**config.mk**
```make
export PLATFORM = sky130hd
export DESIGN_NAME = min_cost_jump_path_dp
export DESIGN_NICKNAME = d
export VERILOG_FILES = /design/src/design/mcjp_pkg.sv /design/src/design/min_cost_jump_path_dp.sv
export SDC_FILE = /design/constraint.sdc
export NUM_CORES = 1
export LEC_CHECK = 0
export BUFFER_PORTS_ARGS = -buffer_cell sky130_fd_sc_hd__buf_2
export CAP_MARGIN = 20
export CORE_AREA = 5 5 288 290
export CTS_BUF_LIST = sky130_fd_sc_hd__clkbuf_8
export CTS_CLUSTER_DIAMETER = 30
export DETAILED_ROUTE_END_ITERATION = 8
export DIE_AREA = 0 0 293 295
export HOLD_SLACK_MARGIN = 0.05
export PLACE_DENSITY = 0.7
export SLEW_MARGIN = 20
export SYNTH_ARGS = -nofsm -noshare
export SYNTH_HDL_FRONTEND = slang
export SYNTH_SLANG_ARGS = --single-unit
```
**constraint.sdc**
```tcl
create_clock -name i_clk -period 25.1 [get_ports i_clk]
set_input_delay 1.255 -clock i_clk [delete_from_list [all_inputs] [get_ports i_clk]]
set_output_delay 1.255 -clock i_clk [all_outputs]
set_load 0.05 [all_outputs]
```
**src/design/mcjp_pkg.sv**
```systemverilog
// Shared types, constants and selection function for the minimum-cost jump path block.
// Depends on nothing. Used by min_cost_jump_path_dp.
package mcjp_pkg;

    localparam int MAX_INDEX = 63;
    localparam int DEPTH     = MAX_INDEX + 1;
    localparam int IDX_W     = $clog2(DEPTH);
    localparam int CNT_W     = $clog2(DEPTH + 1);
    localparam int WGT_W     = 10;
    localparam int COST_W    = 16;
    localparam int LEN_W     = 7;
    localparam int WIN       = 3;                 // stones a jump may span
    localparam int SLOT_W    = 2;
    localparam int IN_DW     = 16;                // stone_weight padded to bytes
    localparam int OUT_DW    = 24;                // total_cost, stop_index, padding

    typedef enum logic [1:0] {
        ST_LOAD,
        ST_PICK,
        ST_TRACE,
        ST_EMIT
    } t_state;

    typedef logic [WIN-1:0][COST_W-1:0] t_cost_win;
    typedef logic [WIN-1:0][LEN_W-1:0]  t_len_win;

    // Pick the best valid slot: least cost, then greater length, then lower slot.
    function automatic logic [SLOT_W-1:0] pick_best(
        input t_cost_win     cost,
        input t_len_win      len,
        input logic [WIN-1:0] valid
    );
        logic [SLOT_W-1:0] best;
        logic              found;
        best  = '0;
        found = 1'b0;
        for (int k = 0; k < WIN; k++) begin
            if (valid[k]) begin
                if (!found) begin
                    best  = SLOT_W'(k);
                    found = 1'b1;
                end else if (cost[k] < cost[best] ||
                             (cost[k] == cost[best] && len[k] > len[best])) begin
                    best = SLOT_W'(k);
                end
            end
        end
        return best;
    endfunction

endpackage

```
**src/design/min_cost_jump_path_dp.sv**
```systemverilog
// Minimum-cost jump path: stone intake, predecessor store, traceback and path output.
// Timing: one stone per cycle while loading. After the final stone the block picks the winner
// and walks the predecessor memory (one read per cycle, registered read) into trail memory,
// then replays the results from the trail read port with one read in flight at a time.
// Input is held off from the final stone until the last result sits in the output register.
// Reset (synchronous, active low) clears the stone count and all control; memories keep data.
module min_cost_jump_path_dp (
    input  logic                        i_clk,
    input  logic                        i_rst_n,
    input  logic                        i_s_tvalid,
    output logic                        o_s_tready,
    input  logic [mcjp_pkg::IN_DW-1:0]  i_s_tdata,   // [9:0] stone_weight, [15:10] zero
    input  logic                        i_s_tlast,   // final_stone
    output logic                        o_m_tvalid,
    input  logic                        i_m_tready,
    output logic [mcjp_pkg::OUT_DW-1:0] o_m_tdata,   // [15:0] total_cost, [21:16] stop_index
    output logic                        o_m_tlast    // path_end
);

    // ------------------------------------------------------------------
    // State
    // ------------------------------------------------------------------
    mcjp_pkg::t_state r_state, n_state;

    logic [mcjp_pkg::CNT_W-1:0]  r_cnt;           // stones taken in this sequence
    logic [mcjp_pkg::IDX_W-1:0]  r_last;          // index of the final stone
    logic [mcjp_pkg::COST_W-1:0] r_cost0;         // cost of stone 0
    mcjp_pkg::t_cost_win         r_wc;            // costs of the three latest stones
    mcjp_pkg::t_len_win          r_wl;            // path lengths of the same
    logic [mcjp_pkg::COST_W-1:0] r_win_cost;      // total cost of the chosen path

    // Predecessor memory, one entry per stone, registered read.
    logic [mcjp_pkg::IDX_W-1:0]  r_pred_mem [mcjp_pkg::DEPTH];
    logic [mcjp_pkg::IDX_W-1:0]  r_pred_rd;

    // Trail memory: the path as walked backwards, replayed in reverse.
    logic [mcjp_pkg::IDX_W-1:0]  r_trail_mem [mcjp_pkg::DEPTH];
    logic [mcjp_pkg::IDX_W-1:0]  r_trail_rd;
    logic [mcjp_pkg::CNT_W-1:0]  r_sp;            // entries held in the trail memory
    logic                        r_pend;          // trail read in flight
    logic                        r_pend_last;     // ... and it is the final result

    // Output register.
    logic                        r_out_valid;
    logic [mcjp_pkg::COST_W-1:0] r_out_cost;
    logic [mcjp_pkg::IDX_W-1:0]  r_out_idx;
    logic                        r_out_last;

    // ------------------------------------------------------------------
    // Stone intake: one compare over the window and one add per stone
    // ------------------------------------------------------------------
    logic                        s_acc;
    logic                        in_range;
    logic [mcjp_pkg::IDX_W-1:0]  idx;
    logic [mcjp_pkg::WGT_W-1:0]  weight;
    logic [mcjp_pkg::SLOT_W-1:0] step_slot;
    logic [mcjp_pkg::COST_W-1:0] base_cost;
    logic [mcjp_pkg::COST_W:0]   sum;
    logic [mcjp_pkg::COST_W-1:0] new_cost;
    logic [mcjp_pkg::LEN_W-1:0]  new_len;
    logic [mcjp_pkg::IDX_W-1:0]  new_pred;
    logic [mcjp_pkg::IDX_W-1:0]  new_last;

    assign o_s_tready = (r_state == mcjp_pkg::ST_LOAD);
    assign s_acc      = i_s_tvalid && o_s_tready;
    assign weight     = i_s_tdata[mcjp_pkg::WGT_W-1:0];
    assign in_range   = (r_cnt <= mcjp_pkg::CNT_W'(mcjp_pkg::MAX_INDEX));
    assign idx        = r_cnt[mcjp_pkg::IDX_W-1:0];
    assign step_slot  = mcjp_pkg::pick_best(r_wc, r_wl, '1);

    always_comb begin
        new_last = in_range ? idx : mcjp_pkg::IDX_W'(mcjp_pkg::MAX_INDEX);
        if (r_cnt == '0) begin
            base_cost = '0;
            new_len   = mcjp_pkg::LEN_W'(1);
            new_pred  = '0;
        end else if (r_cnt <= mcjp_pkg::CNT_W'(mcjp_pkg::WIN)) begin
            // the first few stones are always reached from stone 0
            base_cost = r_cost0;
            new_len   = mcjp_pkg::LEN_W'(2);
            new_pred  = '0;
        end else begin
            base_cost = r_wc[step_slot];
            new_len   = r_wl[step_slot] + mcjp_pkg::LEN_W'(1);
            new_pred  = idx - mcjp_pkg::IDX_W'(mcjp_pkg::WIN)
                        + mcjp_pkg::IDX_W'(step_slot);
        end
        sum      = {1'b0, base_cost} + (mcjp_pkg::COST_W + 1)'(weight);
        new_cost = sum[mcjp_pkg::COST_W] ? '1 : sum[mcjp_pkg::COST_W-1:0];
    end

    // ------------------------------------------------------------------
    // Final compare over the last three stones (fewer on a short run)
    // ------------------------------------------------------------------
    logic [mcjp_pkg::WIN-1:0]    fin_valid;
    logic [mcjp_pkg::SLOT_W-1:0] fin_slot;
    logic [mcjp_pkg::IDX_W-1:0]  win_idx;

    always_comb begin
        if (r_last == '0) begin
            fin_valid = 3'b100;
        end else if (r_last == mcjp_pkg::IDX_W'(1)) begin
            fin_valid = 3'b110;
        end else begin
            fin_valid = 3'b111;
        end
    end

    assign fin_slot = mcjp_pkg::pick_best(r_wc, r_wl, fin_valid);
    // window slot k holds stone r_last - 2 + k
    assign win_idx  = r_last - mcjp_pkg::IDX_W'(2) + mcjp_pkg::IDX_W'(fin_slot);

    // ------------------------------------------------------------------
    // Control
    // ------------------------------------------------------------------
    logic                       pred_we;
    logic [mcjp_pkg::IDX_W-1:0] pred_ra;
    logic                       trail_we;
    logic [mcjp_pkg::IDX_W-1:0] trail_wd;
    logic                       emit_issue;

    always_comb begin
        n_state = r_state;
        unique case (r_state)
            mcjp_pkg::ST_LOAD: begin
                if (s_acc && i_s_tlast) begin
                    n_state = mcjp_pkg::ST_PICK;
                end
            end
            mcjp_pkg::ST_PICK: begin
                n_state = (win_idx == '0) ? mcjp_pkg::ST_EMIT : mcjp_pkg::ST_TRACE;
            end
            mcjp_pkg::ST_TRACE: begin
                if (r_pred_rd == '0) begin
                    n_state = mcjp_pkg::ST_EMIT;
                end
            end
            mcjp_pkg::ST_EMIT: begin
                if (r_pend && r_pend_last) begin
                    n_state = mcjp_pkg::ST_LOAD;
                end
            end
            default: n_state = mcjp_pkg::ST_LOAD;
        endcase
    end

    always_comb begin
        pred_we    = s_acc && in_range;
        // walk: the winner first, then each predecessor as it comes back
        pred_ra    = (r_state == mcjp_pkg::ST_PICK) ? win_idx : r_pred_rd;
        trail_we   = (r_state == mcjp_pkg::ST_PICK) || (r_state == mcjp_pkg::ST_TRACE);
        trail_wd   = (r_state == mcjp_pkg::ST_PICK) ? win_idx : r_pred_rd;
        emit_issue = (r_state == mcjp_pkg::ST_EMIT) && (r_sp != '0) && !r_pend
                     && (!r_out_valid || i_m_tready);
    end

    // ------------------------------------------------------------------
    // Memories
    // ------------------------------------------------------------------
    always_ff @(posedge i_clk) begin
        if (pred_we) begin
            r_pred_mem[idx] <= new_pred;
        end
        r_pred_rd <= r_pred_mem[pred_ra];
    end

    always_ff @(posedge i_clk) begin
        if (trail_we) begin
            r_trail_mem[r_sp[mcjp_pkg::IDX_W-1:0]] <= trail_wd;
        end
        r_trail_rd <= r_trail_mem[r_sp[mcjp_pkg::IDX_W-1:0] - mcjp_pkg::IDX_W'(1)];
    end

    // ------------------------------------------------------------------
    // Registers
    // ------------------------------------------------------------------
    always_ff @(posedge i_clk) begin
        if (!i_rst_n) begin
            r_state     <= mcjp_pkg::ST_LOAD;
            r_cnt       <= '0;
            r_sp        <= '0;
            r_pend      <= 1'b0;
            r_out_valid <= 1'b0;
        end else begin
            r_state <= n_state;

            // stone count: hold at the top once past the last index
            if (s_acc) begin
                if (i_s_tlast) begin
                    r_cnt <= '0;
                end else if (in_range) begin
                    r_cnt <= r_cnt + mcjp_pkg::CNT_W'(1);
                end
            end

            // trail pointer: push while walking, pop while replaying
            if (r_state == mcjp_pkg::ST_PICK) begin
                r_sp <= mcjp_pkg::CNT_W'(1);
            end else if (r_state == mcjp_pkg::ST_TRACE) begin
                r_sp <= r_sp + mcjp_pkg::CNT_W'(1);
            end else if (emit_issue) begin
                r_sp <= r_sp - mcjp_pkg::CNT_W'(1);
            end

            r_pend <= emit_issue;

            if (r_pend) begin
                r_out_valid <= 1'b1;
            end else if (i_m_tready) begin
                r_out_valid <= 1'b0;
            end
        end
    end

    // payload, no reset
    always_ff @(posedge i_clk) begin
        if (s_acc) begin
            r_last <= new_last;
            if (in_range) begin
                r_wc <= {new_cost, r_wc[2], r_wc[1]};
                r_wl <= {new_len,  r_wl[2], r_wl[1]};
                if (r_cnt == '0) begin
                    r_cost0 <= new_cost;
                end
            end
        end
        if (r_state == mcjp_pkg::ST_PICK) begin
            r_win_cost <= r_wc[fin_slot];
        end
        if (emit_issue) begin
            r_pend_last <= (r_sp == mcjp_pkg::CNT_W'(1));
        end
        if (r_pend) begin
            r_out_cost <= r_win_cost;
            r_out_idx  <= r_trail_rd;
            r_out_last <= r_pend_last;
        end
    end

    assign o_m_tvalid = r_out_valid;
    assign o_m_tdata  = {2'b00, r_out_idx, r_out_cost};
    assign o_m_tlast  = r_out_last;

endmodule
```
* Word-level counts from Yosys, hierarchy flattened
Memories as Yosys holds them, arrays and structs flattened. A register that Yosys moved wholly into a read port is not among the register bits.
Cells that the tools add are included.
** Cells by class
- Bitwise gates (word level) :: 1
- Reductions and logical operators :: 33
- Muxes and demuxes :: 48
- $add $sub $neg :: 10
- Order comparisons :: 12
- Equality and inequality tests :: 11
** Operators with widths (number)
- $bmux W16 S2 :: 4
- $mux W16 :: 7
- $mux W7 :: 7
- $eq A16 B16 Y1 :: 3
- $lt A16 B16 Y1 :: 3
- $bmux W7 S2 :: 3
- $add A7 B1 Y7 const B :: 3
- $gt A7 B7 Y1 :: 3
- $logic_not A6 Y1 :: 3
- $mux W6 :: 3
- $add A16 B10 Y17 :: 1
- $mux W2 :: 8
- $mux W1 :: 14
- $add A6 B2 Y6 :: 2
- $lt A2 B3 Y1 const B :: 4
- $sub A6 B2 Y6 const B :: 2
- $logic_and A1 B1 Y1 :: 10
- $pmux W2 S4 :: 1
- $eq A7 B1 Y1 const B :: 1
- $le A7 B2 Y1 const B :: 1
- $le A7 B6 Y1 const B :: 1
- $logic_not A7 Y1 :: 1
- $reduce_bool A7 Y1 :: 1
- $sub A7 B1 Y7 const B :: 1
- 16 further kinds :: 28
** Word-level totals
- Bits of input ports :: 21
- RAM bits :: 768
- Memories kept :: 2
- Flip-flop bits (word level) :: 149
- Output and inout bits :: 27
- Word-level logic and storage cells :: 137
** Memories
- r_pred_mem :: depth 64, bits a word 6, rd ports 1, clocked after Yosys merged registers in 1, wr ports 1, line min_cost_jump_path_dp.sv:33 : logic [mcjp_pkg::IDX_W-1:0] r_pred_mem [mcjp_pkg::DEPTH];
- r_trail_mem :: depth 64, bits a word 6, rd ports 1, clocked after Yosys merged registers in 1, wr ports 1, line min_cost_jump_path_dp.sv:37 : logic [mcjp_pkg::IDX_W-1:0] r_trail_mem [mcjp_pkg::DEPTH];

* Longest topological paths before layout
Gate-level depths: netlist (run 1).
- Word-level depth :: 18
- Depth in mapped cells :: 36
- Mapped depth without buffers :: 31

* Least setup slack after synthesis (run 1)
No wires, ideal clock.
- Kind :: input to register
- Start point :: in i_s_tvalid
- End point :: mem r_pred_mem[48][0] in the netlist's numbering (enable)
- Stages :: 4
- Slack :: 16387 ps
- Library setup time :: 373 ps
- Buffers on the path :: 0
- Arrival time :: 8340 ps
- Cells stage by stage :: nand2_1 nor3_1 nand3_1 nor2_1
** Between the ends
- Longest elaborated chain between the ends :: 4
** Ends and longest elaborated chain
- from (decl) :: line min_cost_jump_path_dp.sv:10 : input logic i_s_tvalid,
- $logic_and A1 B1 Y1 :: line min_cost_jump_path_dp.sv:65 : assign s_acc = i_s_tvalid && o_s_tready;
- $logic_and A1 B1 Y1 :: line min_cost_jump_path_dp.sv:148 : pred_we = s_acc && in_range;
- via pred_we :: line min_cost_jump_path_dp.sv:116 : logic pred_we;
- $mux W1 :: line min_cost_jump_path_dp.sv:161 : if (pred_we) begin
- $mux W1 (not written as such) :: line min_cost_jump_path_dp.sv:162 : r_pred_mem[idx] <= new_pred;
- to (decl) :: line min_cost_jump_path_dp.sv:33
The timed path passes the listed nets, and every way through them passes these cells.

* Worst setup path after layout (run 1)
- Start point :: reg r_wc[31] in the netlist's numbering
- End point :: reg r_pred_rd[2] in the netlist's numbering, read port of r_pred_mem
** Between the ends
- Longest elaborated chain between the ends :: 16
** Ends and longest elaborated chain
- from (decl) :: line min_cost_jump_path_dp.sv:28 : mcjp_pkg::t_cost_win r_wc;
- from (signal assigned) :: line min_cost_jump_path_dp.sv:220 : r_wc <= {new_cost, r_wc[2], r_wc[1]};
- parallel branches: the longest is 13 deep, another holds $lt A16 B16 Y1
- $mux W2 (*) :: line mcjp_pkg.sv:38 : if (valid[k]) begin
- $add A6 B2 Y6 (*) :: line min_cost_jump_path_dp.sv:111 : assign win_idx = r_last - mcjp_pkg::IDX_W'(2) + mcjp_pkg::IDX_W'(fin_slot);
- $mux W6 (*) :: line min_cost_jump_path_dp.sv:150 : pred_ra = (r_state == mcjp_pkg::ST_PICK) ? win_idx : r_pred_rd;
- to (decl) :: line min_cost_jump_path_dp.sv:34 : logic [mcjp_pkg::IDX_W-1:0] r_pred_rd;
Mark *: on every way between the ends. The select of a mux whose other input is x is not followed.
A chain may end at the register's enable or synchronous reset.

==> results of run 1 <==
sequential cells by signal, summed over array words and instances (netlist names):
signal and flops:
r_pred_mem 384, r_trail_mem 384, r_wc 48, r_wl 21, r_cost0 16, r_out_cost 16
r_win_cost 16, r_cnt 7, r_sp 7, r_last 6, r_out_idx 6, r_pred_rd 6
r_trail_rd 6, r_state 2, o_m_tlast 1, o_m_tvalid 1, r_pend 1, r_pend_last 1
power by group:
| group | internal, mW | switching (mW) | total, mW | leakage [nW] |
|---|---|---|---|---|
| Combinational | 0.859 | 1.63 | 2.49 | 5.71 |
| Sequential | 2.04 | 0.0768 | 2.11 | 7.70 |
| Clock | 0.793 | 0.641 | 1.43 | 1.84 |
| Total | 3.69 | 2.35 | 6.04 | 15.2 |
through the flow:
stage               utilization [%]  area, µm²  worst slack, ps  hold slack (ps)
floorplan                         -      39740            16390            385.5
global placement              51.32      41070            15550            390.3
detailed placement            51.32      41070            15390            388.7
CTS                           55.62      44510            15390            406.2
global route                  55.63      44520            14730            413.7
finish                        55.63      44520            15200            406.7
kinds of logic (layout without fill, tap and decap cells):
| family | Yosys count | in the layout |
|---|---|---|
| buffers and inverters | 202 | 427 |
| xor gates and xnor gates | 30 | 30 |
| AOI/OAI and AO/OA | 329 | 329 |
| DFF | 929 | 929 |
| adders and majority gates | 102 | 102 |
| muxes | 198 | 198 |
| and+or+nand+nor | 916 | 916 |
| other | 1 | 3 |
layout make-up:
cell class,count,area [µm²]
fill,6211,35510
antenna,1,2.502
clock inverter,134,1106
multi-input combinational,1577,11510
tap,1060,1326
sequential,929,27600
timing repair buffer,68,425.4
inverter,55,215.2
clock buffer,170,2340
critical path: cells and delay by family, from the launching register on:
kind | cells | cell delay (ps)
fa+ha+maj | 4 | 1200
flops | 1 | 450
mux | 2 | 260
buf+inv | 5 | 2900
compound gates | 13 | 2880
simple gates | 9 | 1850
synthesized netlist by cell type, types with 3 or more instances:
master / count / area [µm²]
xnor2_1: 17 / 148.9
o21ai_1: 3 / 15.01
o21ai_0: 51 / 255.2
nor2_1: 197 / 739.5
fa_1: 3 / 60.06
a21oi_1: 73 / 365.4
a41oi_1: 5 / 43.79
clkbuf_1: 111 / 416.7
edfxtp_1: 899 / 27000
o21a_1: 5 / 37.54
nand4_1: 13 / 81.33
inv_1: 55 / 206.5
mux2i_1: 53 / 530.5
a311oi_1: 49 / 429.2
xor2_1: 13 / 113.9
a31oi_1: 48 / 300.3
nand3_1: 76 / 380.4
or2_2: 6 / 37.54
mux2_2: 19 / 214.0
o211ai_1: 4 / 30.03
ha_1: 99 / 1239
nand2b_1: 11 / 68.82
a21o_1: 10 / 75.07
o21ba_2: 3 / 30.03
nor4_1: 6 / 37.54
buf_1: 28 / 105.1
dfxtp_1: 30 / 600.6
nand2_1: 470 / 1764
o311a_1: 3 / 30.03
or3_1: 11 / 68.82
buf_2: 4 / 20.02
nor3_1: 13 / 65.06
a211oi_1: 56 / 420.4
and3_1: 75 / 469.2
mux4_2: 126 / 2838
and2_1: 5 / 31.28
nor2b_1: 17 / 106.4
nand3b_1: 4 / 30.03
per-layer routing:
layer  vias up  wire, µm  global-route usage (%)
met4         0      2012                   6.326
met3       163      6432                   3.944
met1     11640     36600                   28.38
met5         -         0                       0
met2       937     42500                   32.53
li1      10570         -                       -
worst paths after layout:
path / to / cells after the start / start / slack [ps]
worst max-delay path: r_pred_rd[2] / 33 / r_wc[31] / 15200
worst min register to register: r_out_idx[4] / 0 / r_trail_rd[4] / 410
worst min-delay path: r_out_idx[4] / 0 / r_trail_rd[4] / 410
worst max register to register: r_pred_rd[2] / 33 / r_wc[31] / 15200
==> impl_results.md, run 1 <==
- Post-synthesis mux area share: 9.015%
- Largest family of logic cells by synthesized area: simple AND/OR/NAND/NOR gates
- Port Buffer Count: 39
- Worst-Margin Slew: 1124 ps
- Crit path time final: 9897 ps
- Ports: 48
- 1st-iter DRT viols: 2295
- Fraction of layout cells with a size suffix above 1: 16.81%
- Total CTS buffers: 168
- Synth warn: 0
- Seq cells post-synth: 929
- Initial Utilization: 49.65%
- TritonCTS clock tree: built
- Sink Count: 929
- Synth cell types: 65
- Result of the run: finished, final reports clean
- Worst Path Max Fanout: 193
- Tcrit/Tclk final: 39.43%
- Fin nets: 2922
- Layout area overhead: 12.04%
- Die footprint: 86440 µm²
- Setup violations, final: 0
- WL final: 87.55 mm
- VDD IR max: 0.0001442 V
- Setup tns final: 0 ps
- Post-synthesis sequential area ratio: 69.45%
- Core area: 80030 µm²
- Placer congestion estimate: 0.8554
- Power Dens Cells: 135.6 nW/µm²
- Share of flip-flops with an asynchronous set or reset: 0%
- Final ANT Viol Nets: 0
- H-Tree Depth: 4
- Slowest-stage cell, CP: buf_4
- Most used cell, CP: a21oi_1
- Fmax: 101.0 MHz
- Clock buffer depth: 3
- Fin. Hold Viols: 0
- Chip width: 293 µm
- PostCTS Resize Cnt: 0
- First-pass GRT wire length: 136.3 mm
- Max-Cap Viols: 0
- Clock Skews: 51.04 ps
- Simple-Gate Fraction of Synth Area: 10.06%
- Fin cells: 3994
- GRT overflow: 0
- Total power: 6.035 mW
- Crit path launch type: register
- Critical path class: register to register
- Adder-cell share of the synthesized area: 3.268%
- Synthesized area: 39740 µm²
- Syn Inst Count: 2707
- Pleak: 15.25 nW
- Most frequent cells in the layout: edfxtp_1, nand2_1, nor2_1, clkbuf_8, mux4_2
- Synth Area in Compound Gates: 5.557%
- Post-synth top flop: edfxtp_1
- Die Ht: 295 µm
- Max stage delay on crit path: 930 ps
- Vias: 23310
- Post-synth EDFFs: 899
- Global-route total usage across every layer: 20.22%
- Commonest non-fill, non-tap cell in the layout: edfxtp_1
- Clock root buffer: clkbuf_8
- # placed instances: 3689
- RSZ-0062 raised after global routing: no
- Critical path required time: 25800 ps
- Per-cell routed wire length: 21.92 µm
- Vias in the first global route: 23450
- Synth Area in XOR/XNOR: 0.6612%
- Std cell rows: 104
- Antenna violations before repair: 1
- DRC: 0
- Largest net degree at the start of global routing: 194
- Drt pass-1 iters: 6
- Setup crit end kind: register
- Vias per inst: 5.836
- # hold bufs at CTS: 0
- Post-Syn Area per Cell: 14.68 µm²
- Clk_lat worst skew: 830 ps
- Clk slew on worst S/H paths: 60 ps
- Dpl hpwl: 52.78 mm
- Postcts setup bufs: 0
- CP Data Arrival Time: 10600 ps
- Type of the tightest min-delay check: register to register
- Slew HR: 25.05%
- Max-slew violation count: 0
Power figures use the tool's default switching activity.
==> run 2: changes to the inputs <==
==> constraint.sdc (replaced) <==
create_clock -name i_clk -period 9.3 [get_ports i_clk]
set_input_delay 0.465 -clock i_clk [delete_from_list [all_inputs] [get_ports i_clk]]
set_output_delay 0.465 -clock i_clk [all_outputs]
set_load 0.05 [all_outputs]
==> run 2 against run 1 <==
Effect of this change: worst setup slack got worse by 14000 ps; final area rose by 0.52%; core utilization rose by 0.29 points; hold slack got worse by 260 ps; clock power rose to 2.7 times the previous value; clock skew rose by 8.7 ps; non-clock buffer count rose by 14; largest power group unchanged.
==> impl_results.md, run 2 (same netlist as run 1, synthesis figures left out) <==
- Result of the run: finished, final reports clean
- Clock Skews: 59.77 ps
- Vias per inst: 5.835
- H-Tree Depth: 4
- Clk pwr share: 23.7%
- Setup WS pre-CTS: 1509 ps
- Crit path time final: 7969 ps
- Die footprint: 86440 µm²
- First-pass GRT wire length: 137.9 mm
- GRT overflow: 0
- Reg-to-Reg Start: r_wc[31]
- Type of the tightest min-delay check: input port to register
- Internal power: 9.981 mW
- Slew HR: 24.97%
- Flop-to-flop setup slack: 1330 ps
- Sink Count: 929
- Total CTS buffers: 175
- Worst-Margin Slew: 1125 ps
- Setup crit end kind: register
- Fin nets: 2943
- Clk_lat worst skew: 830 ps
- Power Dens Cells: 366.3 nW/µm²
- Final ANT Viol Nets: 0
- Antenna violations before repair: 5
- Area after DPL: 41170 µm²
- Setup tns final: 0 ps
- VDD IR max: 0.0005348 V
- TritonCTS clock tree: built
- Final Instance Area: 44750 µm²
- Critical path required time: 10030 ps
- Most frequent cells in the layout: edfxtp_1, nand2_1, nor2_1, clkbuf_8, mux4_2
- Max stage delay on crit path: 630 ps
- Chip width: 293 µm
- Max-slew violation count: 0
- Clock root buffer: clkbuf_8
- Max-Cap Viols: 0
- Fraction of layout cells with a size suffix above 1: 17.00%
- RSZ-0062 raised after global routing: no
- Worst Path Max Fanout: 157
- Per-cell routed wire length: 22.29 µm
- Port Buffer Count: 39
- Fillers: 6293
- Ports: 48
- Fin. Hold Viols: 0
- Final worst-path setup slack: 1331 ps
- Part of the power in registers: 34.8%
- WL final: 89.73 mm
- Clock buffer depth: 3
- Tcrit/Tclk final: 85.69%
- Clk slew on worst S/H paths: 60 ps
- Fin cells: 4026
- Std cell rows: 104
- Placer congestion estimate: 0.8473
- Combinational share of power: 41.5%
- PostCTS Resize Cnt: 0
- DRC: 0
- Total power: 16.39 mW
- Dpl hpwl: 54.59 mm
- Pleak: 15.41 nW
- Post-layout util: 55.92%
- Core area: 80030 µm²
- Sw power: 6.413 mW
- Critical path class: register to register
- Vias: 23490
- Switching Share: 39.12%
- Crit path launch type: register
- Global-route total usage across every layer: 20.63%
- Slowest-stage cell, CP: or4_1
- HP Start: i_s_tdata[6]
- Drt pass-1 iters: 6
- Layout area overhead: 12.63%
- CP Data Arrival Time: 8690 ps
- Commonest non-fill, non-tap cell in the layout: edfxtp_1
- Initial Utilization: 49.65%
- 1st-iter DRT viols: 2544
- Setup violations, final: 0
- Critical Path Start: r_wc[31]
- Largest net degree at the start of global routing: 158
- # placed instances: 3699
- Die Ht: 295 µm
- Vias in the first global route: 23640
- WHS: 143.2 ps
- Fmax: 125.5 MHz
==> run 2: cell count changes in the layout (fill, tap and decap cells not counted), moves of 2 or more <==
cell           change
clkinv_4           -2
buf_12             +2
inv_8              -3
bufinv_16          -4
buf_4              +7
clkinvlp_4         +3
clkbuf_8           +9
dlygate4sd3_1      +3
clkinv_2           -7
clkinv_1           +4
inv_1             +15
==> run 2: power groups by stage <==
stage	combinational [mW]	clock, mW	sequential, mW
finish	6.81	3.88	5.71
global route	7.47	4.17	5.74
CTS	6.74	3.94	5.73
detailed placement	6.71	0	5.81
global placement	6.50	0	5.79
floorplan	4.70	0	5.72
==> run 2: path summary, 6_finish.rpt <==
check / end / cells past startpoint
setup / recovery: r_pred_rd[4] / 31
setup reg to reg: r_pred_rd[4] / 31
hold / removal: r_cost0[6] / 4
hold reg to reg: r_out_idx[5] / 0
==> run 2: layout make-up <==
type                       instances  area [µm²]  share of cell area, %
multi-input combinational       1577       11510                  25.73
inverter                          55       215.2                 0.4809
timing repair buffer              82       586.8                  1.311
clock buffer                     179        2464                  5.505
tap                             1060        1326                  2.963
sequential                       929       27600                  61.67
clock inverter                   143        1046                  2.337
antenna                            1       2.502               0.005591
==> run 2: routing by layer <==
metal  GRT usage, %  up-vias  part of all wire (%)
met1          28.47    11640                    41
met2          32.64     1038                    48
li1               -    10620                     -
met5              0        -                 0.046
met4          8.312        6                   3.1
met3          4.274      195                   8.3
==> run 2: worst max-delay path: cells and delay by family (launching register included) <==
kind                       cells  cell delay [ps]
muxes                          2              430
AOI/OAI and AO/OA             12             2500
DFF                            1              450
buffers and inverters          4             1660
and+or+nand+nor                9             1540
adders and majority gates      4             1200
==> run 2: timing repair <==
item,4_1_cts,5_1_grt
hold endpoints to repair,10,0
hold buffers,3,0
setup buffers,0,0
